File: src/monomer_sequence_ngram_counter_unit_defines.svh
// ----------------------------------------------------------------------------
// Monomer sequence n-gram counter: assertion macros
// Shared property wrappers clocked on clk and disabled while arst_n is low.
// ----------------------------------------------------------------------------
`ifndef MONOMER_SEQUENCE_NGRAM_COUNTER_UNIT_DEFINES_SVH
`define MONOMER_SEQUENCE_NGRAM_COUNTER_UNIT_DEFINES_SVH

// The consequent must hold in the same cycle as the antecedent.
`define MSNGC_ASSERT_SAME(lbl, pre, post, msg) \
	lbl: assert property (@(posedge clk) disable iff (!arst_n) (pre) |-> (post)) \
		else $error(msg);

// The consequent must hold in the cycle after the antecedent.
`define MSNGC_ASSERT_NEXT(lbl, pre, post, msg) \
	lbl: assert property (@(posedge clk) disable iff (!arst_n) (pre) |=> (post)) \
		else $error(msg);

`endif

File: src/msngc_ram.sv
// ----------------------------------------------------------------------------
// msngc_ram
// Generic simple dual-port RAM: one write port, one registered read port.
// ----------------------------------------------------------------------------
`default_nettype none

module msngc_ram #(
	parameter int WIDTH = 4,
	parameter int DEPTH = 1024
) (
	input  wire logic                     clk,
	input  wire logic                     wr_en,
	input  wire logic [$clog2(DEPTH)-1:0] wr_addr,
	input  wire logic [WIDTH-1:0]         wr_data,
	input  wire logic                     rd_en,
	input  wire logic [$clog2(DEPTH)-1:0] rd_addr,
	output logic      [WIDTH-1:0]         rd_data
);

	logic [WIDTH-1:0] mem_q [DEPTH];

	// Write port.
	always_ff @(posedge clk) begin
		if (wr_en) begin
			mem_q[wr_addr] <= wr_data;
		end
	end

	// Registered read port.
	always_ff @(posedge clk) begin
		if (rd_en) begin
			rd_data <= mem_q[rd_addr];
		end
	end

endmodule

`default_nettype wire

File: config.mk
export PLATFORM = sky130hd
export DESIGN_NAME = msngc_ram
export DESIGN_NICKNAME = d
export VERILOG_FILES = /design/src/monomer_sequence_ngram_counter_unit_defines.svh /design/src/msngc_ram.sv
export SDC_FILE = /design/constraint.sdc
export NUM_CORES = 2
export LEC_CHECK = 0
export BUFFER_PORTS_ARGS = -buffer_cell sky130_fd_sc_hd__buf_2
export CAP_MARGIN = 20
export CORE_MARGIN = 4
export CORE_UTILIZATION = 59
export CTS_BUF_LIST = sky130_fd_sc_hd__clkbuf_4
export CTS_CLUSTER_SIZE = 8
export DETAILED_ROUTE_END_ITERATION = 8
export GPL_ROUTABILITY_DRIVEN = 0
export PLACE_DENSITY = 0.78
export SLEW_MARGIN = 0
export SYNTH_ARGS = -nofsm -noshare
export SYNTH_HDL_FRONTEND = slang
export SYNTH_SLANG_ARGS = --single-unit
File: constraint.sdc
create_clock -name clk -period 3.15 [get_ports clk]
set_input_delay 0.63 -clock clk [delete_from_list [all_inputs] [get_ports clk]]
set_output_delay 0.63 -clock clk [all_outputs]
set_load 0.03 [all_outputs]
==> results.cfg <==
[outcome]
outcome = complete, but fails checks
violations = negative setup slack

[floorplanning]
placementRows = 192
die_y_um = 532
start_util_pct = 59.3
coreArea_sq_um = 274000
die-area_sq_um = 283000
io_pins = 31
die_x_um = 532

[drt]
wirelength_mm = 456
via_per_inst = 6.67
drt_iter0_markers = 15200
wl_per_cell_um = 32.3
antenna_left = 0
dr.pass1.iters = 9
vias = 94100
drc = 0

[critical_path]
r2r_cells = 8
required_ps = 2520
max_stage_delay_ps = 740
crit_family = flip-flops
critPathMaxFanout = 1
worst-path-stages = 1
cpMaxStageDelayCell = edfxtp_1
critPathLaunchType = register
worstPathCellList = buf_6
worstSetupPathType = reg2out
critPathBufInv = 1
crit_path_end_kind = output port
cp.arrival_ps = 2570

[sta]
setup_slack_ps = -46.0
finalHoldViolations = 0
slew_violations = 0
setup_viol = 3
holdWs_ps = 124
max-slew-margin-rel_pct = 25.8
fmax_ghz = 0.313
rsz0062_at_grt = yes
tightestPinTransition_ps = 1110
finalCriticalPeriod_ps = 3200
fin_crit_sh_pct = 101
fin_skew_ps = 146

[placed_design]
port_buffers = 30
placed_area_sq_um = 174000
place_ws_ps = -1510
dp_hpwl_mm = 289
dp.cells = 12300

[logic_synthesis]
synthArstFlopShare_pct = 0
synth_enable_flop_cells = 4100
ys.flop_type = edfxtp_1
avgSynthCellArea_sq_um = 19.6
yosys_warnings = 0
ys_seq_area_share_pct = 75.9
syn_area_sq_um = 162000
syn_inst = 8290
yosysUniqueCellTypes = 75
synth-seq-cells = 4100
syn_nets = 8317

[min_path]
hp-class = in2reg
worstHoldPathCells = 3

[clock_network]
clock_path_buffers = 4
clock-sinks = 4100
cts_tree = built
clk_latency_ps = 1670
cts.clk_slew.worst_paths_ps = 90
htreeDepth = 6
cts-root-buf = clkbuf_4
cts_buffers = 949

[grt]
grt.overflow.total = 0
grt_max_degree = 150
grt_usage_pct = 32.1
grt_pass1_wl_mm = 659
grt_pass1_vias = 95600
grt_antenna_before_repair = 31

[power_and_ir_drop]
p_per_area_nw_per_um2 = 583
p_leak_uw = 0.0608
peakVddDrop_mv = 0.408

[cells_and_area]
drive_gt1_share_pct = 33.0
stdcell_count = 14100
final_nets = 9733
final_cell_mix = edfxtp_1, clkbuf_4, nor2_1, mux4_2, buf_4
syn_to_final_growth_pct = 15.1
fin_util_pct = 68.2
final_area_sq_um = 187000
layout_commonest_cell = edfxtp_1
fillers = 16400

[flow_run]
max_cap_viol_count = 0
cell type report:
| cell class | count | area (sq um) | share of cell area, % |
|---|---|---|---|
| repair buffers | 1056 | 10400 | 5.56 |
| clock inverters | 361 | 1910 | 1.02 |
| flip-flops and latches | 4100 | 123000 | 66.0 |
| inverters | 6 | 33.8 | 0.0181 |
| well taps | 3589 | 4490 | 2.41 |
| multi-input cells | 3593 | 36400 | 19.5 |
| diodes | 40 | 100 | 0.0536 |
| clock buffers | 1361 | 10200 | 5.47 |
cells in the mapped netlist (all sizes together), types with 62 or more instances:
master  number  share of area [%]
edfxtp    4100                 76
nor2      1103                2.6
mux4       875                 12
mux2i      461                2.8
clkbuf     300               0.69
buf        291                1.3
o221ai     168               0.91
nand2      166               0.38
a21oi      129               0.40
nor3       100               0.31
o22ai       89               0.34
a22oi       80               0.37
o21ai       68               0.21
nand3       62               0.19
through the flow:
stage / TNS (ps) / total power [uW]
global route: -125 / 112000
finish: -70.7 / 109000
detailed placement: -5070 / 67700
floorplan: -45.2 / 64200
CTS: -368 / 109000
global placement: -4980 / 67500
per-layer routing:
| layer | vias up | global-route usage, % | wire length [um] |
|---|---|---|---|
| met3 | 1545 | 10.7 | 68800 |
| met5 | - | 0.0843 | 192 |
| met4 | 26 | 18.3 | 28600 |
| li1 | 37500 | - | - |
| met1 | 46800 | 41.6 | 147000 |
| met2 | 8188 | 48.3 | 211000 |
flip-flops by register name, summed over array words and instances, names as in the netlist:
signal and cells:
mem_q 4096, rd_data 4
cells by family after synthesis:
| group | Yosys count | share of synthesized area (%) |
|---|---|---|
| AO/OA/AOI/OAI | 674 | 2.96 |
| multiplexers | 1359 | 15.2 |
| buffers and inverters | 597 | 1.96 |
| flip-flops | 4100 | 75.9 |
| AND/OR/NAND/NOR | 1560 | 3.99 |
power by group:
part | leakage, uW | internal, uW | switching (uW) | total [uW]
Clock | 0.00716 | 20500 | 21500 | 42000
Combinational | 0.0168 | 2630 | 4070 | 6700
Sequential | 0.0368 | 60000 | 38.2 | 60000
Total | 0.0608 | 83100 | 25600 | 109000
what timing repair did:
| item | CTS | global route |
|---|---|---|
| hold buffers | 32 | 0 |
| endpoints found under the hold margin | 4576 | 0 |
| resized for setup | 20 | 11 |
| gates cloned | 0 | 0 |
| pin swaps | 2 | 5 |
| endpoints found under the setup margin | 7 | 4 |
| buffers inserted | 0 | 1 |
final timing paths:
path | to | slack [ps] | startpoint
worst max-delay path | rd_data[0] | -50 | rd_data[0]
worst min-delay path | mem_q[273][1] | 120 | wr_data[1]
worst max register to register | rd_data[1] | -10 | mem_q[551][1]
worst min register to register | rd_data[3] | 1220 | mem_q[269][3]
worst min-delay path, cell delays in order:
cell and delay, ps:
dlygate4sd3_1 560, buf_8 180, buf_12 190
(Power assumes the default switching activity.)
