File: src/monomer_sequence_ngram_counter_unit_defines.svh
// ----------------------------------------------------------------------------
// Monomer sequence n-gram counter: assertion macros
// Shared property wrappers clocked on clk and disabled while arst_n is low.
// ----------------------------------------------------------------------------
`ifndef MONOMER_SEQUENCE_NGRAM_COUNTER_UNIT_DEFINES_SVH
`define MONOMER_SEQUENCE_NGRAM_COUNTER_UNIT_DEFINES_SVH

// The consequent must hold in the same cycle as the antecedent.
`define MSNGC_ASSERT_SAME(lbl, pre, post, msg) \
	lbl: assert property (@(posedge clk) disable iff (!arst_n) (pre) |-> (post)) \
		else $error(msg);

// The consequent must hold in the cycle after the antecedent.
`define MSNGC_ASSERT_NEXT(lbl, pre, post, msg) \
	lbl: assert property (@(posedge clk) disable iff (!arst_n) (pre) |=> (post)) \
		else $error(msg);

`endif

File: src/msngc_pkg.sv
// ----------------------------------------------------------------------------
// msngc_pkg
// Widths, command codes and shared types of the monomer sequence n-gram counter.
// ----------------------------------------------------------------------------
`default_nettype none

package msngc_pkg;

	// Field widths of the input and result beats.
	localparam int CMD_W    = 2;
	localparam int UNIT_W   = 4;
	localparam int POS_W    = 10;
	localparam int PLEN_W   = 3;
	localparam int MATCH_W  = 10;
	localparam int LEN_W    = 11;
	localparam int DYAD_W   = 7;
	localparam int TRIAD_W  = 10;

	// Default store capacity.
	localparam int MAX_UNITS_DEF = 1024;

	// Window cells: one for each unit of the longest pattern.
	localparam int WIN_CELLS = 5;
	localparam int PIDX_W    = $clog2(WIN_CELLS);
	localparam int PLEN_MIN  = 2;

	// Value limits and decimal weights.
	localparam int UNIT_MAX    = 9;
	localparam int DEC_TEN     = 10;
	localparam int DEC_HUNDRED = 100;
	localparam logic [MATCH_W-1:0] MATCH_MAX = MATCH_W'(1023);

	// Command codes.
	localparam logic [CMD_W-1:0] CMD_PUSH  = 2'd0;
	localparam logic [CMD_W-1:0] CMD_POP   = 2'd1;
	localparam logic [CMD_W-1:0] CMD_COUNT = 2'd2;
	localparam logic [CMD_W-1:0] CMD_READ  = 2'd3;

	// Data handed from one window cell to the next.
	typedef struct packed {
		logic              valid;
		logic [UNIT_W-1:0] unit;
	} cell_link_t;

endpackage

`default_nettype wire

File: src/msngc_cell.sv
// ----------------------------------------------------------------------------
// msngc_cell
// One window cell: holds one streamed unit and one pattern unit, compares them
// and passes its unit on to the next cell every cycle.
// ----------------------------------------------------------------------------
`default_nettype none

module msngc_cell
	import msngc_pkg::*;
(
	input  wire logic              clk,
	input  wire logic              arst_n,
	input  wire logic              load,
	input  wire logic              pat_used,
	input  wire logic [UNIT_W-1:0] pat_unit,
	input  wire cell_link_t        link_in,
	input  wire logic              hit_in,
	output cell_link_t             link_out,
	output logic                   hit_out
);

	logic              valid_q;
	logic [UNIT_W-1:0] unit_q;
	logic              used_q;
	logic [UNIT_W-1:0] pat_q;

	// Stream register: cleared when a new scan is loaded, otherwise shifts.
	always_ff @(posedge clk or negedge arst_n) begin
		if (!arst_n) begin
			valid_q <= 1'b0;
			used_q  <= 1'b0;
		end else if (load) begin
			valid_q <= 1'b0;
			used_q  <= pat_used;
		end else begin
			valid_q <= link_in.valid;
		end
	end

	// Payload of the cell: streamed unit and its pattern unit.
	always_ff @(posedge clk) begin
		if (load) begin
			pat_q <= pat_unit;
		end
		unit_q <= link_in.unit;
	end

	// A cell outside the pattern passes the hit through unchanged.
	assign hit_out  = hit_in & (!used_q | (valid_q & (unit_q == pat_q)));
	assign link_out = '{valid: valid_q, unit: unit_q};

endmodule

`default_nettype wire

File: config.mk
export PLATFORM = sky130hd
export DESIGN_NAME = msngc_cell
export DESIGN_NICKNAME = d
export VERILOG_FILES = /design/src/monomer_sequence_ngram_counter_unit_defines.svh /design/src/msngc_pkg.sv /design/src/msngc_cell.sv
export SDC_FILE = /design/constraint.sdc
export NUM_CORES = 1
export LEC_CHECK = 0
export ABC_AREA = 1
export ABC_CLOCK_PERIOD_IN_PS = 1000
export BUFFER_PORTS_ARGS = -buffer_cell sky130_fd_sc_hd__buf_2
export CAP_MARGIN = 20
export CORE_AREA = 10 10 47 49
export DETAILED_ROUTE_END_ITERATION = 8
export DIE_AREA = 0 0 57 59
export HOLD_SLACK_MARGIN = 0.06
export PLACE_DENSITY_LB_ADDON = 0.12
export SYNTH_ARGS = -nofsm -noshare
export SYNTH_HDL_FRONTEND = slang
export SYNTH_SLANG_ARGS = --single-unit
export TNS_END_PERCENT = 30
File: constraint.sdc
create_clock -name clk -period 1 [get_ports clk]
set_input_delay 0.15 -clock clk [delete_from_list [all_inputs] [get_ports clk]]
set_output_delay 0.15 -clock clk [all_outputs]
set_load 0.005 [all_outputs]
==> results.py <==
metrics = {
    "status": {
        "status": "finished, violations left",
        "violations": "negative setup slack",
    },
    "finish": {
        "area_growth_pct": 60.4,
        "fin_util_pct": 40.5,
        "final.fill_count": 154,
        "drive_gt1_share_pct": 39.3,
        "instances_no_fill": 77,
        "layout.nets": 76,
        "n_antenna_cell": 0,
    },
    "routing": {
        "drcViolationCount": 0,
        "drt_iter0_drc": 3,
        "wirelength_um": 799,
        "antenna_left": 0,
        "num_vias": 298,
        "via_per_inst": 3.87,
        "wl_per_cell_um": 10.4,
        "first_pass_iters": 3,
    },
    "clocking": {
        "cts_resized": 0,
        "ctsHtreeMaxLevel": 1,
        "cts_sinks": 10,
        "cts_inserted_buffers": 3,
        "clockRootBuffer": "clkbuf_4",
        "cts.path.max_buffers": 2,
        "insertion_delay_ns": 0.26,
        "cts_tree": "done",
        "path_clk_slew_ns": 0.06,
    },
    "place": {
        "place_ws_ns": -0.0777,
        "dp.final_hpwl_um": 631,
        "io_buffers": 19,
        "dp.cells": 65,
        "finalWeightedCongestion": 0.615,
    },
    "logic_synthesis": {
        "yosysWarnings": 0,
        "syn_avg_cell_area_sq_um": 11.4,
        "postSynth.asyncResetShare_pct": 20.0,
        "synthTopCellsByArea": "edfxtp_1 (34%), dfxtp_1 (23%), dfrtp_1 (14%), inv_1 (6.4%), nand2_1 (5.3%)",
        "yosys.area.top_type": "edfxtp_1",
        "synth_area_sq_um": 354,
        "seq_area_frac_synth_pct": 70.7,
        "netlist_top_cells_count": "inv_1 (6), nand2_1 (5), dfxtp_1 (4), edfxtp_1 (4), nor2_1 (3)",
        "synth_seq_cells": 10,
        "synth_edf_count": 4,
        "synth.most_common_cell": "inv_1",
        "yosysUniqueCellTypes": 12,
        "syn_nets": 45,
        "synth_ff_type": "edfxtp_1",
        "synth_top_cell_area_share_pct": 33.9,
        "synthCells": 31,
    },
    "pwr": {
        "p_leak_nw": 0.284,
        "switchingPower_uw": 170,
        "cell_internal_pwr_uw": 671,
        "swShare_pct": 20.2,
        "irDropWorstVdd_mv": 0.893,
        "pwr-share-clk_pct": 32.6,
        "powerDensity_nw_per_um2": 1480,
        "seqPwrFrac_pct": 55.7,
        "p_comb_share_pct": 11.7,
        "finalPower_uw": 841,
    },
    "timing": {
        "setup_tns_ns": -0.337,
        "tightest_slew_ns": 0.158,
        "slew_violations": 0,
        "rsz0062_at_grt": "true",
        "min_period_ns": 1.34,
        "setup_ws_ns": -0.337,
        "fin_skew_ns": 0,
        "finalSetupViolations": 1,
        "hold_viol_final": 0,
        "finalCritPeriodShare_pct": 134,
        "fmax_ghz": 0.748,
        "max-slew-margin-rel_pct": 89.3,
    },
    "critical_path": {
        "required_ns": 0.85,
        "crit_path_top_delay_cell": "edfxtp_1",
        "crit_type": "register to primary output",
        "cp_top_family": "flip-flops",
        "end_kind": "primary output",
        "path_buf_inv": 1,
        "arrival_ns": 1.19,
        "path_cells": "nand2_1 > nand3_1 > nor2_1 > nand2_1 > a21oi_2 > buf_2",
        "crit_fanout": 2,
        "cp_common_cell": "nand2_1",
        "critical-path-max-stage-delay_ns": 0.38,
        "crit_path_start_kind": "register",
    },
    "global_routing": {
        "grt_pass1_wl_um": 1300,
        "grt-ovfl-total": 0,
        "grt_antenna_before_repair": 0,
        "grtUsageTotal_pct": 4.99,
        "grt_max_degree": 7,
        "grt_pass1_vias": 325,
    },
    "floorplan": {
        "fp.dieArea_sq_um": 3360,
        "io-pin-count": 20,
        "core_area_sq_um": 1400,
        "rows": 14,
        "die_y_um": 59,
        "die_w_um": 57,
        "start_util_pct": 25.3,
    },
    "worst_hold_path": {
        "hp-class": "input pin to register",
    },
    "flow_run": {
        "max-cap-violations": 0,
    },
}
worst paths after layout:
path / start / end / slack [ns] / cells after the start
max: pat_q[1] / hit_out / -0.34 / 6
max in group asynchronous: arst_n / valid_q / 0.70 / 2
min: pat_unit[0] / pat_q[0] / 0.08 / 1
max reg2reg: used_q / used_q / 0.24 / 1
min in group asynchronous: arst_n / used_q / 0.21 / 2
min reg2reg: used_q / used_q / 0.54 / 1
layer usage:
| layer | wire length, um | GRT usage (%) |
|---|---|---|
| met1 | 280 | 3.49 |
| met2 | 433 | 9.61 |
| met3 | 85 | 5.15 |
| met4 | 0 | 0 |
| met5 | 0 | 0 |
area by class of cell:
cell class	instances	area [sq um]	share of cell area (%)
flip-flops and latches	10	250	44.1
repair buffers	27	175	30.8
multi-input cells	14	73.8	13.0
clock buffers	4	26.3	4.63
inverters	6	22.5	3.96
well taps	16	20.0	3.52
sequential cells by signal, indices dropped and copies added (netlist names):
name and cells:
pat_q 4, unit_q 4, used_q 1, valid_q 1
cells in the final DEF, fill, tap and decap left out, drive strengths merged:
master | netlist | routed
nor2 | 3 | 3
edfxtp | 4 | 4
o21ai | 2 | 2
dfxtp | 4 | 4
clkbuf | 0 | 4
a21oi | 1 | 1
inv | 6 | 6
mux2 | 1 | 1
xor2 | 1 | 1
nand2 | 5 | 5
dlygate4sd3 | 0 | 8
dfrtp | 2 | 2
buf | 1 | 19
nand3 | 1 | 1
power groups by stage:
stage	Sequential, mW	Combinational [mW]	Clock [mW]
floorplan	0.476	0.0314	0
global placement	0.477	0.0756	0
detailed placement	0.477	0.0772	0
CTS	0.469	0.0986	0.294
global route	0.472	0.112	0.319
finish	0.468	0.0985	0.274
per-stage QoR:
stage / instance area [sq um] / hold WS (ns)
after global placement: 462 / -0.0609
after detailed placement: 462 / -0.0614
final: 568 / 0.0767
after CTS: 558 / 0.0655
after floorplan: 354 / -0.146
after global routing: 568 / 0.0673
cell families after synthesis:
kind of cell	synth area share, %
AOI/OAI and AO/OA	5.30
xor gates and xnor gates	2.47
buffers and inverters	8.48
DFF	70.7
muxes	3.18
and+or+nand+nor	9.89
timing repair:
action | CTS | global route
endpoints found under the setup margin | 1 | 1
pin swaps | 4 | 0
hold endpoints to repair | 8 | 1
setup buffers | 0 | 0
hold buffers | 7 | 1
No activity file was read; power rests on OpenSTA's default activity.
